`src/sv/json_string_unescape_defines.svh`:
```
// ----------------------------------------------------------------------------
// json_string_unescape_defines.svh
// Assertion macros shared by the string unescape RTL.
// ----------------------------------------------------------------------------
`ifndef JSON_STRING_UNESCAPE_DEFINES_SVH
`define JSON_STRING_UNESCAPE_DEFINES_SVH

// Same-cycle implication, sampled on clk, off while reset is asserted
`define JSU_ASSERT_IMPL(lbl, ante, cons) \
	lbl: assert property (@(posedge clk) disable iff (!arst_n) (ante) |-> (cons)) \
		else $error("jsu assertion failed");

// Next-cycle implication, sampled on clk, off while reset is asserted
`define JSU_ASSERT_NEXT(lbl, ante, cons) \
	lbl: assert property (@(posedge clk) disable iff (!arst_n) (ante) |=> (cons)) \
		else $error("jsu assertion failed");

`endif

```
`src/sv/jsu_pkg.sv`:
```
// ----------------------------------------------------------------------------
// jsu_pkg
// Types, codes and helpers for the JSON string unescape block.
// ----------------------------------------------------------------------------
`default_nettype none

package jsu_pkg;

	// result kinds
	localparam logic [1:0] KIND_DATA  = 2'd0;
	localparam logic [1:0] KIND_CLOSE = 2'd1;
	localparam logic [1:0] KIND_ERROR = 2'd2;

	// decode modes
	localparam logic [1:0] MODE_PLAIN = 2'd0;
	localparam logic [1:0] MODE_ESC   = 2'd1;
	localparam logic [1:0] MODE_HEX   = 2'd2;

	// error codes
	localparam logic [2:0] ERR_CTRL    = 3'd0;
	localparam logic [2:0] ERR_ESC     = 3'd1;
	localparam logic [2:0] ERR_HEX     = 3'd2;
	localparam logic [2:0] ERR_SHORT   = 3'd3;
	localparam logic [2:0] ERR_UNF_ESC = 3'd4;
	localparam logic [2:0] ERR_UNF_STR = 3'd5;

	// characters
	localparam logic [7:0] CH_QUOTE  = 8'h22;
	localparam logic [7:0] CH_BSLASH = 8'h5C;
	localparam logic [7:0] CH_SLASH  = 8'h2F;
	localparam logic [7:0] CH_B      = 8'h62;
	localparam logic [7:0] CH_F      = 8'h66;
	localparam logic [7:0] CH_N      = 8'h6E;
	localparam logic [7:0] CH_R      = 8'h72;
	localparam logic [7:0] CH_T      = 8'h74;
	localparam logic [7:0] CH_U      = 8'h75;
	localparam logic [7:0] CTRL_LIMIT = 8'h20;

	// UTF-8 encoding
	localparam logic [15:0] CP_1BYTE_MAX = 16'h007F;
	localparam logic [15:0] CP_2BYTE_MAX = 16'h07FF;
	localparam logic [7:0]  UTF8_LEAD2   = 8'hC0;
	localparam logic [7:0]  UTF8_LEAD3   = 8'hE0;
	localparam logic [7:0]  UTF8_CONT    = 8'h80;

	// queue between front and back
	localparam int QDEPTH = 4;
	localparam int QAW    = $clog2(QDEPTH);

	// one result item
	typedef struct packed {
		logic [1:0] kind;
		logic [7:0] data;
		logic [2:0] err;
	} res_t;

	// all results caused by one input item, res[0] goes out first
	typedef struct packed {
		logic [1:0]       last_idx;
		res_t [3:0]       res;
	} desc_t;

	// queue status seen by the front and the back
	typedef struct packed {
		logic full;
		logic head_valid;
	} qstat_t;

	// hex digit: {valid, value}
	function automatic logic [4:0] hex_digit(input logic [7:0] c);
		logic [4:0] r;
		begin
			r = 5'd0;
			if (c >= 8'h30 && c <= 8'h39) begin
				r = {1'b1, c[3:0]};
			end else if ((c >= 8'h61 && c <= 8'h66) || (c >= 8'h41 && c <= 8'h46)) begin
				r = {1'b1, c[3:0] + 4'd9};
			end
			return r;
		end
	endfunction

endpackage

`default_nettype wire

```
`src/sv/jsu_front.sv`:
```
// ----------------------------------------------------------------------------
// jsu_front
// Accepts text bytes, tracks escape state and builds the result list per byte.
// ----------------------------------------------------------------------------
`default_nettype none

module jsu_front (
	input  wire logic           clk,
	input  wire logic           arst_n,
	input  wire logic           s_tvalid,
	output logic                s_tready,
	input  wire logic [7:0]     s_tdata,
	input  wire logic           s_tlast,
	input  wire jsu_pkg::qstat_t qstat,
	output logic                push,
	output jsu_pkg::desc_t      push_desc
);
	import jsu_pkg::*;

	logic [1:0]  mode_q, mode_d;
	logic [1:0]  cnt_q, cnt_d;
	logic [15:0] acc_q, acc_d;
	logic        bad_q, bad_d;

	logic [2:0]  n_res;
	logic        data_done;
	logic        clr;
	logic [4:0]  hv;
	logic [15:0] cp;
	logic        bad_n;
	logic [7:0]  esc_val;
	logic        esc_ok;
	desc_t       desc;

	assign s_tready = !qstat.full;
	assign hv       = hex_digit(s_tdata);
	assign bad_n    = bad_q | !hv[4];
	assign cp       = {acc_q[11:0], (hv[4] ? hv[3:0] : 4'd0)};

	// simple escape letters
	always_comb begin
		esc_ok  = 1'b1;
		esc_val = s_tdata;
		unique case (s_tdata)
			CH_QUOTE, CH_BSLASH, CH_SLASH: esc_val = s_tdata;
			CH_B: esc_val = 8'h08;
			CH_F: esc_val = 8'h0C;
			CH_N: esc_val = 8'h0A;
			CH_R: esc_val = 8'h0D;
			CH_T: esc_val = 8'h09;
			default: esc_ok = 1'b0;
		endcase
	end

	// per-byte decode
	always_comb begin
		desc      = '0;
		n_res     = 3'd0;
		data_done = 1'b0;
		clr       = 1'b0;
		mode_d    = mode_q;
		cnt_d     = cnt_q;
		acc_d     = acc_q;
		bad_d     = bad_q;

		if (mode_q == MODE_ESC) begin
			if (esc_ok) begin
				desc.res[0] = '{kind: KIND_DATA, data: esc_val, err: '0};
				n_res       = 3'd1;
				mode_d      = MODE_PLAIN;
				data_done   = 1'b1;
			end else if (s_tdata == CH_U) begin
				mode_d = MODE_HEX;
				cnt_d  = 2'd0;
				acc_d  = 16'd0;
				bad_d  = 1'b0;
				if (s_tlast) begin
					desc.res[0] = '{kind: KIND_ERROR, data: '0, err: ERR_SHORT};
					n_res       = 3'd1;
					clr         = 1'b1;
				end
			end else begin
				desc.res[0] = '{kind: KIND_ERROR, data: '0, err: ERR_ESC};
				n_res       = 3'd1;
				clr         = 1'b1;
			end
		end else if (mode_q == MODE_HEX) begin
			bad_d = bad_n;
			acc_d = cp;
			if (cnt_q == 2'd3) begin
				clr = 1'b1;
				if (bad_n) begin
					desc.res[0] = '{kind: KIND_ERROR, data: '0, err: ERR_HEX};
					n_res       = 3'd1;
				end else begin
					data_done = 1'b1;
					if (cp <= CP_1BYTE_MAX) begin
						desc.res[0] = '{kind: KIND_DATA, data: cp[7:0], err: '0};
						n_res       = 3'd1;
					end else if (cp <= CP_2BYTE_MAX) begin
						desc.res[0] = '{kind: KIND_DATA, data: UTF8_LEAD2 | {3'd0, cp[10:6]},
							err: '0};
						desc.res[1] = '{kind: KIND_DATA, data: UTF8_CONT | {2'd0, cp[5:0]},
							err: '0};
						n_res       = 3'd2;
					end else begin
						desc.res[0] = '{kind: KIND_DATA, data: UTF8_LEAD3 | {4'd0, cp[15:12]},
							err: '0};
						desc.res[1] = '{kind: KIND_DATA, data: UTF8_CONT | {2'd0, cp[11:6]},
							err: '0};
						desc.res[2] = '{kind: KIND_DATA, data: UTF8_CONT | {2'd0, cp[5:0]},
							err: '0};
						n_res       = 3'd3;
					end
				end
			end else begin
				cnt_d = cnt_q + 2'd1;
				if (s_tlast) begin
					desc.res[0] = '{kind: KIND_ERROR, data: '0, err: ERR_SHORT};
					n_res       = 3'd1;
					clr         = 1'b1;
				end
			end
		end else begin
			// plain body, unused mode code behaves the same
			mode_d = MODE_PLAIN;
			if (s_tdata == CH_QUOTE) begin
				desc.res[0] = '{kind: KIND_CLOSE, data: '0, err: '0};
				n_res       = 3'd1;
				clr         = 1'b1;
			end else if (s_tdata < CTRL_LIMIT) begin
				desc.res[0] = '{kind: KIND_ERROR, data: '0, err: ERR_CTRL};
				n_res       = 3'd1;
				clr         = 1'b1;
			end else if (s_tdata == CH_BSLASH) begin
				if (s_tlast) begin
					desc.res[0] = '{kind: KIND_ERROR, data: '0, err: ERR_UNF_ESC};
					n_res       = 3'd1;
					clr         = 1'b1;
				end else begin
					mode_d = MODE_ESC;
				end
			end else begin
				desc.res[0] = '{kind: KIND_DATA, data: s_tdata, err: '0};
				n_res       = 3'd1;
				data_done   = 1'b1;
			end
		end

		// text ended right after decoded data
		if (data_done && s_tlast) begin
			desc.res[n_res[1:0]] = '{kind: KIND_ERROR, data: '0, err: ERR_UNF_STR};
			n_res                = n_res + 3'd1;
			clr                  = 1'b1;
		end

		if (clr) begin
			mode_d = MODE_PLAIN;
			cnt_d  = 2'd0;
			acc_d  = 16'd0;
			bad_d  = 1'b0;
		end

		desc.last_idx = n_res[1:0] - 2'd1;
	end

	assign push      = s_tvalid && s_tready && (n_res != 3'd0);
	assign push_desc = desc;

	// escape state
	always_ff @(posedge clk or negedge arst_n) begin
		if (!arst_n) begin
			mode_q <= MODE_PLAIN;
			cnt_q  <= 2'd0;
			acc_q  <= 16'd0;
			bad_q  <= 1'b0;
		end else if (s_tvalid && s_tready) begin
			mode_q <= mode_d;
			cnt_q  <= cnt_d;
			acc_q  <= acc_d;
			bad_q  <= bad_d;
		end
	end

endmodule

`default_nettype wire

```
`src/sv/jsu_fifo.sv`:
```
// ----------------------------------------------------------------------------
// jsu_fifo
// Short queue of result lists between the front and the back.
// ----------------------------------------------------------------------------
`default_nettype none

module jsu_fifo (
	input  wire logic           clk,
	input  wire logic           arst_n,
	input  wire logic           push,
	input  wire jsu_pkg::desc_t push_desc,
	input  wire logic           pop,
	output jsu_pkg::qstat_t     qstat,
	output jsu_pkg::desc_t      head_desc
);
	import jsu_pkg::*;

	desc_t          mem_q [QDEPTH];
	logic [QAW-1:0] wr_ptr_q;
	logic [QAW-1:0] rd_ptr_q;
	logic [QAW:0]   count_q;
	logic           do_push;
	logic           do_pop;

	assign qstat.full       = (count_q == (QAW+1)'(QDEPTH));
	assign qstat.head_valid = (count_q != '0);
	assign head_desc        = mem_q[rd_ptr_q];
	assign do_push          = push && !qstat.full;
	assign do_pop           = pop && qstat.head_valid;

	// storage
	always_ff @(posedge clk) begin
		if (do_push) begin
			mem_q[wr_ptr_q] <= push_desc;
		end
	end

	// pointers and fill count
	always_ff @(posedge clk or negedge arst_n) begin
		if (!arst_n) begin
			wr_ptr_q <= '0;
			rd_ptr_q <= '0;
			count_q  <= '0;
		end else begin
			if (do_push) begin
				wr_ptr_q <= wr_ptr_q + 1'b1;
			end
			if (do_pop) begin
				rd_ptr_q <= rd_ptr_q + 1'b1;
			end
			if (do_push && !do_pop) begin
				count_q <= count_q + 1'b1;
			end else if (do_pop && !do_push) begin
				count_q <= count_q - 1'b1;
			end
		end
	end

endmodule

`default_nettype wire

```
`src/sv/jsu_back.sv`:
```
// ----------------------------------------------------------------------------
// jsu_back
// Walks queued result lists; drives one result item per cycle unless stalled.
// ----------------------------------------------------------------------------
`default_nettype none

module jsu_back (
	input  wire logic            clk,
	input  wire logic            arst_n,
	input  wire jsu_pkg::qstat_t qstat,
	input  wire jsu_pkg::desc_t  head_desc,
	output logic                 pop,
	output logic                 m_tvalid,
	input  wire logic            m_tready,
	output logic [15:0]          m_tdata,
	output logic                 m_tlast,
	output logic [1:0]           m_tuser
);
	import jsu_pkg::*;

	logic [1:0] idx_q;
	logic       valid_q;
	logic [1:0] kind_q;
	logic [7:0] data_q;
	logic [2:0] err_q;
	logic       last_q;
	logic       advance;
	logic       at_end;
	res_t       sel;

	assign advance = qstat.head_valid && (!valid_q || m_tready);
	assign sel     = head_desc.res[idx_q];
	assign at_end  = (idx_q == head_desc.last_idx);
	assign pop     = advance && at_end;

	// list position and output valid
	always_ff @(posedge clk or negedge arst_n) begin
		if (!arst_n) begin
			idx_q   <= 2'd0;
			valid_q <= 1'b0;
		end else begin
			if (advance) begin
				idx_q   <= at_end ? 2'd0 : idx_q + 2'd1;
				valid_q <= 1'b1;
			end else if (m_tready) begin
				valid_q <= 1'b0;
			end
		end
	end

	// output payload
	always_ff @(posedge clk) begin
		if (advance) begin
			kind_q <= sel.kind;
			data_q <= sel.data;
			err_q  <= sel.err;
			last_q <= at_end;
		end
	end

	assign m_tvalid = valid_q;
	assign m_tuser  = kind_q;
	assign m_tlast  = last_q;
	assign m_tdata  = {5'd0, err_q, data_q};

endmodule

`default_nettype wire

```
`src/sv/json_string_unescape.sv`:
```
// JSON string unescape. Takes the bytes of a string body (after the opening
// quote) one item per cycle on the s_ side while s_tready is high and gives
// decoded items on the m_ side: data bytes, a close marker on the unescaped
// quote, or an error code. The front end accepts a new byte every cycle as
// long as the four-entry queue has room; the back end sends one result per
// cycle while m_tready is high, so a byte that yields n results (up to four:
// three UTF-8 bytes of a \u escape plus an end-of-text error) goes out as n
// items. An accepted byte passes the queue, then the output register. The
// output register reloads in the cycle its item is taken, so plain text flows
// at one item per cycle in and out while m_tready stays high.
// ----------------------------------------------------------------------------
// json_string_unescape
// Top level: front decoder, result queue and output sequencer.
// ----------------------------------------------------------------------------
`default_nettype none

`include "json_string_unescape_defines.svh"

module json_string_unescape (
	input  wire logic        clk,
	input  wire logic        arst_n,
	// input bytes
	input  wire logic        s_tvalid,
	output logic             s_tready,
	input  wire logic [7:0]  s_tdata,   // [7:0] text_byte
	input  wire logic        s_tlast,   // text_last
	// results
	output logic             m_tvalid,
	input  wire logic        m_tready,
	output logic [15:0]      m_tdata,   // [7:0] decoded_byte, [10:8] error_code, rest 0
	output logic             m_tlast,   // run_last
	output logic [1:0]       m_tuser    // [1:0] result_kind
);
	import jsu_pkg::*;

	qstat_t qstat;
	desc_t  push_desc;
	desc_t  head_desc;
	logic   push;
	logic   pop;

	jsu_front u_front (
		.clk       (clk),
		.arst_n    (arst_n),
		.s_tvalid  (s_tvalid),
		.s_tready  (s_tready),
		.s_tdata   (s_tdata),
		.s_tlast   (s_tlast),
		.qstat     (qstat),
		.push      (push),
		.push_desc (push_desc)
	);

	jsu_fifo u_fifo (
		.clk       (clk),
		.arst_n    (arst_n),
		.push      (push),
		.push_desc (push_desc),
		.pop       (pop),
		.qstat     (qstat),
		.head_desc (head_desc)
	);

	jsu_back u_back (
		.clk       (clk),
		.arst_n    (arst_n),
		.qstat     (qstat),
		.head_desc (head_desc),
		.pop       (pop),
		.m_tvalid  (m_tvalid),
		.m_tready  (m_tready),
		.m_tdata   (m_tdata),
		.m_tlast   (m_tlast),
		.m_tuser   (m_tuser)
	);

	// checks
	`JSU_ASSERT_IMPL(a_push_room, push, !qstat.full)
	`JSU_ASSERT_IMPL(a_close_alone, m_tvalid && (m_tuser == KIND_CLOSE), m_tlast)
	`JSU_ASSERT_IMPL(a_error_ends, m_tvalid && (m_tuser == KIND_ERROR), m_tlast)
	`JSU_ASSERT_NEXT(a_pop_frees, pop && !push, !qstat.full)

endmodule

`default_nettype wire
```
`config.mk`:
```
export PLATFORM = sky130hd
export DESIGN_NAME = json_string_unescape
export DESIGN_NICKNAME = d
export VERILOG_FILES = /design/src/sv/jsu_pkg.sv /design/src/sv/jsu_front.sv /design/src/sv/jsu_fifo.sv /design/src/sv/jsu_back.sv /design/src/sv/json_string_unescape.sv
export VERILOG_INCLUDE_DIRS = /design/src /design/src/sv
export SDC_FILE = /design/constraint.sdc
export NUM_CORES = 1
export LEC_CHECK = 0
export BUFFER_PORTS_ARGS = -buffer_cell sky130_fd_sc_hd__buf_2
export CAP_MARGIN = 5
export CORE_MARGIN = 2
export CORE_UTILIZATION = 50
export DETAILED_ROUTE_END_ITERATION = 10
export HOLD_SLACK_MARGIN = 0.12
export PLACE_DENSITY = 0.66
export REMOVE_ABC_BUFFERS = 1
export SYNTH_ARGS = -nofsm -noshare
export SYNTH_HDL_FRONTEND = slang
export SYNTH_HIERARCHICAL = 1
export SYNTH_SLANG_ARGS = --single-unit
```
`constraint.sdc`:
```
create_clock -name clk -period 11.4 [get_ports clk]
set_input_delay 2.85 -clock clk [delete_from_list [all_inputs] [get_ports clk]]
set_output_delay 2.85 -clock clk [all_outputs]
set_load 0.02 [all_outputs]
```
==> results of run 1 <==
## cell families (layout without fill, tap and decap cells)
group	count (synthesis)	in the layout	synth area share (%)
flip-flops	257	257	66.6
AO/OA/AOI/OAI	88	88	6.59
multiplexers	73	73	14.0
buffers and inverters	73	93	4.24
adder cells (fa/ha/maj)	16	16	1.82
XOR/XNOR	10	10	0.769
other	2	21	0.0659
AND/OR/NAND/NOR	118	118	5.90
## layout make-up
class	instances	area (um^2)	share of cell area, %
flip-flops and latches	257	7590	61.2
clock inverters	9	75.1	0.606
repair buffers	34	185	1.49
multi-input cells	326	3400	27.4
clock buffers	33	728	5.87
well taps	285	357	2.88
inverters	17	63.8	0.515
## per-stage QoR
stage | setup WS [ps] | instance area (um^2)
final | 4520 | 12400
after global routing | 4210 | 12400
after CTS | 4530 | 12400
after detailed placement | 4000 | 11600
after global placement | 4150 | 11600
after floorplan | 4210 | 11000
## power groups by stage
stage,clock network [mW],registers (mW),logic (mW)
after global routing,0.849,1.32,0.786
after floorplan,0,1.40,0.456
final,0.794,1.30,0.727
after CTS,0.813,1.31,0.744
after global placement,0,1.31,0.727
after detailed placement,0,1.32,0.740
## cell usage after synthesis (3+ instances only)
| master | count |
|---|---|
| inv_1 | 15 |
| xnor2_1 | 5 |
| dfrtp_1 | 27 |
| o2bb2ai_1 | 4 |
| edfxtp_1 | 230 |
| a31oi_1 | 4 |
| nor2_1 | 22 |
| nor2b_1 | 3 |
| a21oi_1 | 18 |
| or3_1 | 3 |
| a2111oi_4 | 5 |
| a22oi_1 | 4 |
| nor4_1 | 6 |
| a22o_1 | 9 |
| mux4_1 | 6 |
| nand2b_1 | 8 |
| buf_4 | 31 |
| mux2_2 | 4 |
| o22ai_1 | 3 |
| buf_2 | 13 |
| and3_1 | 5 |
| ha_1 | 15 |
| buf_6 | 8 |
| xor2_1 | 5 |
| nor3_1 | 10 |
| and2_1 | 14 |
| o21ai_0 | 17 |
| nand3_1 | 6 |
| nand2_1 | 23 |
| mux4_2 | 61 |
## worst max-delay path, cell delays in order
cell and delay [ps]:
buf_2 160, inv_1 80, ha_1 250, nor3b_1 190, o21a_1 270, nor4_2 430
nand3_1 170, o211ai_2 280, inv_1 110, ha_1 300, mux2_2 260, ha_1 180
a21oi_1 120, nor2b_1 430, and2_2 220, buf_4 650
## state kept, by name, indices dropped and copies added, names as in the netlist
name / count
u_back/data_q: 8
u_back/err_q: 3
u_back/idx_q: 2
u_back/m_tlast: 1
u_back/m_tuser: 2
u_back/m_tvalid: 1
u_fifo/count_q: 3
u_fifo/mem_q: 216
u_fifo/rd_ptr_q: 2
u_fifo/wr_ptr_q: 2
u_front/acc_q: 12
u_front/bad_q: 1
u_front/cnt_q: 2
u_front/mode_q: 2
## layer usage
layer,track usage [%],share of wire [%],up-vias
met3,2.23,4.0,33
met1,25.8,44,2989
li1,-,-,2566
met5,0,0,-
met4,5.16,2.0,0
met2,31.1,50,141
## worst max-delay path by stage
| stage | to | slack [ps] | cells after the start |
|---|---|---|---|
| after global routing | u_fifo/mem_q[0][41] | 4210 | 16 |
| after detailed placement | u_fifo/mem_q[3][24] | 4000 | 16 |
| after global placement | u_fifo/mem_q[1][24] | 4150 | 16 |
| after floorplan | u_fifo/mem_q[0][0] | 4210 | 12 |
| after CTS | u_fifo/mem_q[3][34] | 4530 | 16 |
| final | u_fifo/mem_q[3][34] | 4520 | 16 |
==> flow_metrics.py, run 1 <==
metrics = {
    "timing": {
        "drv_slew": 0,
        "period_needed_ps": 6880,
        "finalCritPeriodShare_pct": 60.3,
        "whs_ps": 495,
        "grt_setup_unrepaired": "no",
        "setup-violations-final": 0,
        "clock_skew_ps": 9.52,
        "worst_pin_slew_ps": 999,
        "tns_ps": 0,
        "fmax_mhz": 145,
        "relSlewSlack_pct": 33.4,
        "hold_violations": 0,
    },
    "critical_path": {
        "start_kind": "primary input",
        "cp-startpoint": "s_tdata[0]",
        "critPathKind": "in2reg",
        "r2r.worst_path.cells": 11,
        "rr_endpoint": "u_fifo/mem_q[3][34]",
        "end_kind": "flop",
        "reg2reg_from": "u_front/acc_q[10]",
        "path_max_fanout": 54,
        "cp.required_ps": 11540,
        "cp.arrival_ps": 7010,
        "ff2ff_setup_slack_ps": 6330,
    },
    "logic_synthesis": {
        "ys.warnings.count": 6,
        "synth_top_area_share_pct": 60.6,
        "ys_seq_area_share_pct": 66.6,
        "synth_cell_type_count": 73,
        "syn_inst": 637,
        "synth.area.top_cells": "edfxtp_1 61%, mux4_2 12%, dfrtp_1 5.9%",
        "ys_ff_latch": 257,
        "synth_area_per_cell_um2": 17.9,
        "synth_edf_count": 230,
        "synth_flop_cell": "edfxtp_1",
        "yosysTopAreaCell": "edfxtp_1",
        "synth_area_mm2": 0.0114,
        "synth-async-reset-ratio_pct": 10.5,
    },
    "power_and_ir_drop": {
        "p_sw_share_pct": 27.4,
        "intPower_mw": 2.05,
        "p_sw_uw": 775,
        "ir_worst_vdd_mv": 0.127,
        "clockPowerShare_pct": 28.1,
        "combPwrFrac_pct": 25.7,
        "seq_power_share_pct": 46.1,
        "p_leak_nw": 4.23,
        "power_density_mw_per_mm2": 228,
        "p_total_mw": 2.82,
    },
    "hold_path": {
        "hold_start": "u_fifo/count_q[2]",
        "worstHoldPathCells": 1,
        "hold_path.class": "reg2reg",
        "whs_endpoint": "u_fifo/count_q[2]",
    },
    "floorplan": {
        "dieArea_mm2": 0.0240,
        "fp.dieW_um": 155,
        "top_level_ports": 34,
        "core_region_area_mm2": 0.0225,
        "die_height_um": 155,
        "initial_utilization_pct": 50.6,
        "placementRows": 55,
    },
    "layout": {
        "fill_cells": 1693,
        "final_common_cell": "edfxtp_1",
        "nNetsFinal": 691,
        "fin_util_pct": 55.1,
        "drive_gt1_share_pct": 24.7,
        "antennaDiodeCount": 0,
        "final_cells": 961,
        "layout_common_cells": "230 x edfxtp_1, 61 x mux4_2, 28 x buf_2",
        "syn_to_final_growth_pct": 8.86,
    },
    "cts": {
        "cts_made_buffers": 26,
        "clk_pin_slew_worst_paths_ps": 60,
        "cts_root_buffer": "clkbuf_16",
        "cts_hold_buf": 0,
        "clk_latency_ps": 520,
        "clock_path_buffers": 3,
        "cts_resized": 0,
        "cts_max_level": 1,
        "post-cts-setup-buffer-count": 0,
        "clkSinkCount": 257,
        "cts_tree": "done",
    },
    "global_route": {
        "grt_pass1_wl_mm": 34.1,
        "grt_overflow": 0,
        "antenna_found_initial": 0,
        "grt_start_max_net_pins": 56,
        "grt_pass1_vias": 5976,
        "grt_use_total_pct": 18.5,
    },
    "detailed_routing": {
        "drtIter0Drc": 426,
        "detailroute.via_count": 5729,
        "wl_per_cell_um": 22.6,
        "routed_via_density": 5.96,
        "drcViolationCount": 0,
        "ant_nets": 0,
        "dr.pass1.iters": 5,
        "drt_wl_total_mm": 21.7,
    },
    "placed_design": {
        "io_buffers": 28,
        "hpwl_mm": 13.3,
        "dp_cells": 919,
        "globalplace.congestion": 0.886,
    },
    "job": {
        "cap_violations": 0,
    },
    "run_status": {
        "status": "finished clean",
    },
}
Note: power is estimated with default switching activity, not from simulation.
==> run 2, diff against run 1 <==
--- a/config.mk
+++ b/config.mk
@@ -6,13 +6,14 @@
 export SDC_FILE = /design/constraint.sdc
 export NUM_CORES = 1
 export LEC_CHECK = 0
+export ABC_AREA = 1
 export BUFFER_PORTS_ARGS = -buffer_cell sky130_fd_sc_hd__buf_2
 export CAP_MARGIN = 5
 export CORE_MARGIN = 2
 export CORE_UTILIZATION = 50
 export DETAILED_ROUTE_END_ITERATION = 10
 export HOLD_SLACK_MARGIN = 0.12
-export PLACE_DENSITY = 0.66
+export PLACE_DENSITY = 0.69
 export REMOVE_ABC_BUFFERS = 1
 export SYNTH_ARGS = -nofsm -noshare
 export SYNTH_HDL_FRONTEND = slang
==> constraint.sdc (replaced) <==
create_clock -name clk -period 5.9 [get_ports clk]
set_input_delay 1.475 -clock clk [delete_from_list [all_inputs] [get_ports clk]]
set_output_delay 1.475 -clock clk [all_outputs]
set_load 0.02 [all_outputs]
==> run 2 against run 1 <==
  * Synthesized area up 9.1%
  * Highest routed layer unchanged
  * Clock power up 100%
  * Critical path depth up 12
  * Sequential power up 92%
  * Critical path type unchanged
  * Setup slack worse by 3600 ps
  * Clock skew up 1.3 ps
  * Clock-buffer cell count down 3
  * Die area up 8.8%
  * Design area up 9.8%
==> flow_metrics.py, run 2 <==
metrics = {
    "power_and_ir_drop": {
        "p_total_mw": 6.00,
        "power_density_mw_per_mm2": 441,
        "seq_power_share_pct": 41.4,
        "combPwrFrac_pct": 32.0,
        "p_leak_nw": 5.78,
        "p_sw_share_pct": 35.4,
        "p_sw_mw": 2.12,
        "ir_worst_vdd_mv": 0.234,
        "clockPowerShare_pct": 26.6,
        "intPower_mw": 3.88,
    },
    "detailed_routing": {
        "routed_via_density": 5.27,
        "drtIter0Drc": 598,
        "dr.pass1.iters": 5,
        "detailroute.via_count": 8180,
        "drt_wl_total_mm": 25.8,
        "wl_per_cell_um": 16.6,
        "ant_nets": 0,
        "drcViolationCount": 0,
    },
    "hold_path": {
        "hold_path.class": "reg2reg",
    },
    "layout": {
        "stdcell_area_mm2": 0.0136,
        "layout_common_cells": "308 x nand2_1, 230 x edfxtp_1, 169 x inv_1",
        "drive_gt1_share_pct": 12.9,
        "final_common_cell": "nand2_1",
        "final_cells": 1552,
        "multi_input_area_mm2": 0.00375,
        "nNetsFinal": 1239,
        "max_flop_register": "u_fifo/mem_q",
        "antennaDiodeCount": 0,
        "fill_cells": 2080,
        "seq_area_mm2": 0.00758,
        "largest_reg_flops": 216,
        "syn_to_final_growth_pct": 9.61,
        "reg.largest.list": "u_fifo/mem_q (216), u_front/acc_q (12), u_back/data_q (8)",
    },
    "timing": {
        "worst_pin_slew_ps": 1080,
        "setup-violations-final": 0,
        "finalCritPeriodShare_pct": 84.9,
        "clock_skew_ps": 10.9,
        "relSlewSlack_pct": 28.1,
        "grt_setup_unrepaired": "no",
        "fmax_mhz": 200,
        "drv_slew": 0,
        "period_needed_ps": 5010,
        "hold_violations": 0,
    },
    "critical_path": {
        "cp.arrival_ps": 5420,
        "cp-startpoint": "s_tdata[0]",
        "endpoint": "u_fifo/count_q[2]",
        "slowest_delay_ps": 380,
        "critPathKind": "in2reg",
        "end_kind": "flop",
        "r2r.worst_path.cells": 21,
        "path_max_fanout": 7,
        "start_kind": "primary input",
        "reg2reg_from": "u_front/mode_q[0]",
        "cp.required_ps": 6320,
        "rr_endpoint": "u_fifo/count_q[2]",
        "cp_common_cell": "nand2_1",
        "ff2ff_setup_slack_ps": 1840,
        "cp_slowest_cell": "fa_1",
    },
    "cts": {
        "clkSinkCount": 257,
        "cts_hold_buf": 0,
        "cts_tree": "done",
        "clk_pin_slew_worst_paths_ps": 60,
        "clock_path_buffers": 3,
        "cts_max_level": 1,
        "cts_made_buffers": 27,
        "cts_resized": 0,
        "post-cts-setup-buffer-count": 0,
        "cts_root_buffer": "clkbuf_16",
        "clk_latency_ps": 530,
    },
    "floorplan": {
        "fp.dieW_um": 162,
        "dieArea_mm2": 0.0261,
        "initial_utilization_pct": 50.9,
        "die_height_um": 162,
        "placementRows": 57,
        "core_region_area_mm2": 0.0244,
        "top_level_ports": 34,
    },
    "logic_synthesis": {
        "ys_ff_latch": 257,
        "synth_area_per_cell_um2": 10.4,
        "synth-compound-area-share_pct": 11.4,
        "yosys-top-cells-count": "308 x nand2_1, 230 x edfxtp_1, 169 x inv_1, 88 x nor2_1, 88 x o211ai_1",
        "ys_seq_area_share_pct": 61.0,
        "synth_flop_cell": "edfxtp_1",
        "synth_fa_ha_area_share_pct": 1.67,
        "post-synth-top-count-cell": "nand2_1",
        "synth-async-reset-ratio_pct": 10.5,
        "synth.area.top_cells": "edfxtp_1 56%, nand2_1 9.3%, dfrtp_1 5.4%",
        "muxShareOfSynthArea_pct": 0.0806,
        "synthXorXnorAreaFrac_pct": 0.141,
        "synth_top_area_share_pct": 55.6,
        "synthSimpleGateAreaFrac_pct": 16.0,
        "ys.warnings.count": 6,
        "synth_area_mm2": 0.0124,
        "synth_cell_type_count": 46,
        "yosysTopAreaCell": "edfxtp_1",
        "syn_inst": 1194,
        "synth_top_family_by_area": "simple AND/OR/NAND/NOR gates",
        "synth_edf_count": 230,
    },
    "placed_design": {
        "dp_cells": 1505,
        "io_buffers": 28,
        "globalplace.congestion": 0.922,
        "dpl_cell_area_mm2": 0.0128,
        "hpwl_mm": 16.0,
    },
    "job": {
        "cap_violations": 0,
    },
    "global_route": {
        "grt_pass1_wl_mm": 41.9,
        "grt_pass1_vias": 8080,
        "grt_use_total_pct": 20.2,
        "grt_overflow": 0,
        "grt_start_max_net_pins": 113,
        "antenna_found_initial": 0,
    },
    "run_status": {
        "status": "finished clean",
    },
}
==> run 2: cell types whose count changed after synthesis, moves of 13 or more <==
cell	previous run	this run
a21oi_1	18	5
buf_2	13	28
o211ai_1	0	88
o211ai_2	1	20
mux4_2	61	0
nor2_1	22	88
o21ai_0	17	44
nand2_1	23	308
inv_1	15	169
and2_1	14	0
nand3_1	6	39
==> run 2: cell type report <==
class | instances | area share (%)
Tap cell | 324 | 2.98
Clock inverter | 17 | 1.03
Inverter | 180 | 5.02
Timing Repair Buffer | 43 | 2.68
Clock buffer | 30 | 5.05
Multi-Input combinational cell | 701 | 27.6
Sequential cell | 257 | 55.7
==> run 2: critical path: cells and delay by family <==
kind                       cells  cell delay [ps]
buffers and inverters          6              630
adders and majority gates      5             1300
and+or+nand+nor               12             1190
AOI/OAI and AO/OA              5              810
==> run 2: kinds of logic after synthesis <==
logic type	Yosys count
AOI/OAI and AO/OA	188
xor gates and xnor gates	2
adders and majority gates	16
buffers and inverters	255
DFF	257
muxes	1
other	2
and+or+nand+nor	473
==> run 2: per-stage QoR <==
step | util, % | worst slack (ps) | hold WS (ps) | setup TNS (ps)
final | 55.8 | 893 | 484 | 0
after global routing | 55.8 | 463 | 530 | 0
after CTS | 55.8 | 969 | 489 | 0
after detailed placement | 52.4 | 440 | 475 | 0
after global placement | 52.4 | 532 | 473 | 0
after floorplan | - | -564 | 453 | -121880
==> run 2: power groups by stage <==
| stage | Sequential [mW] | Clock [mW] | Combinational, mW |
|---|---|---|---|
| 2_1_floorplan | 2.63 | 0 | 1.24 |
| 3_3_place_gp | 2.52 | 0 | 1.89 |
| 3_5_place_dp | 2.53 | 0 | 1.93 |
| 4_1_cts | 2.49 | 1.63 | 1.93 |
| 5_1_grt | 2.52 | 1.70 | 2.16 |
| 6_report | 2.49 | 1.60 | 1.92 |
==> run 2: how the worst min path moves through the flow <==
| stage | cells after the start | to | from |
|---|---|---|---|
| 2_1_floorplan | 2 | u_front/mode_q[1] | u_front/mode_q[1] |
| 3_3_place_gp | 2 | u_front/cnt_q[1] | u_front/cnt_q[1] |
| 3_5_place_dp | 2 | u_front/mode_q[1] | u_front/mode_q[1] |
| 4_1_cts | 2 | u_front/mode_q[1] | u_front/mode_q[1] |
| 5_1_grt | 2 | u_front/cnt_q[1] | u_front/cnt_q[1] |
| 6_report | 2 | u_front/mode_q[1] | u_front/mode_q[1] |
==> run 2: layer usage <==
layer	routed length, um	global-route usage [%]	vias to the layer above
met5	0	0	-
met4	731	7.28	0
met3	1260	2.59	53
met2	12300	34.0	215
met1	11400	27.2	3885
li1	-	-	4027
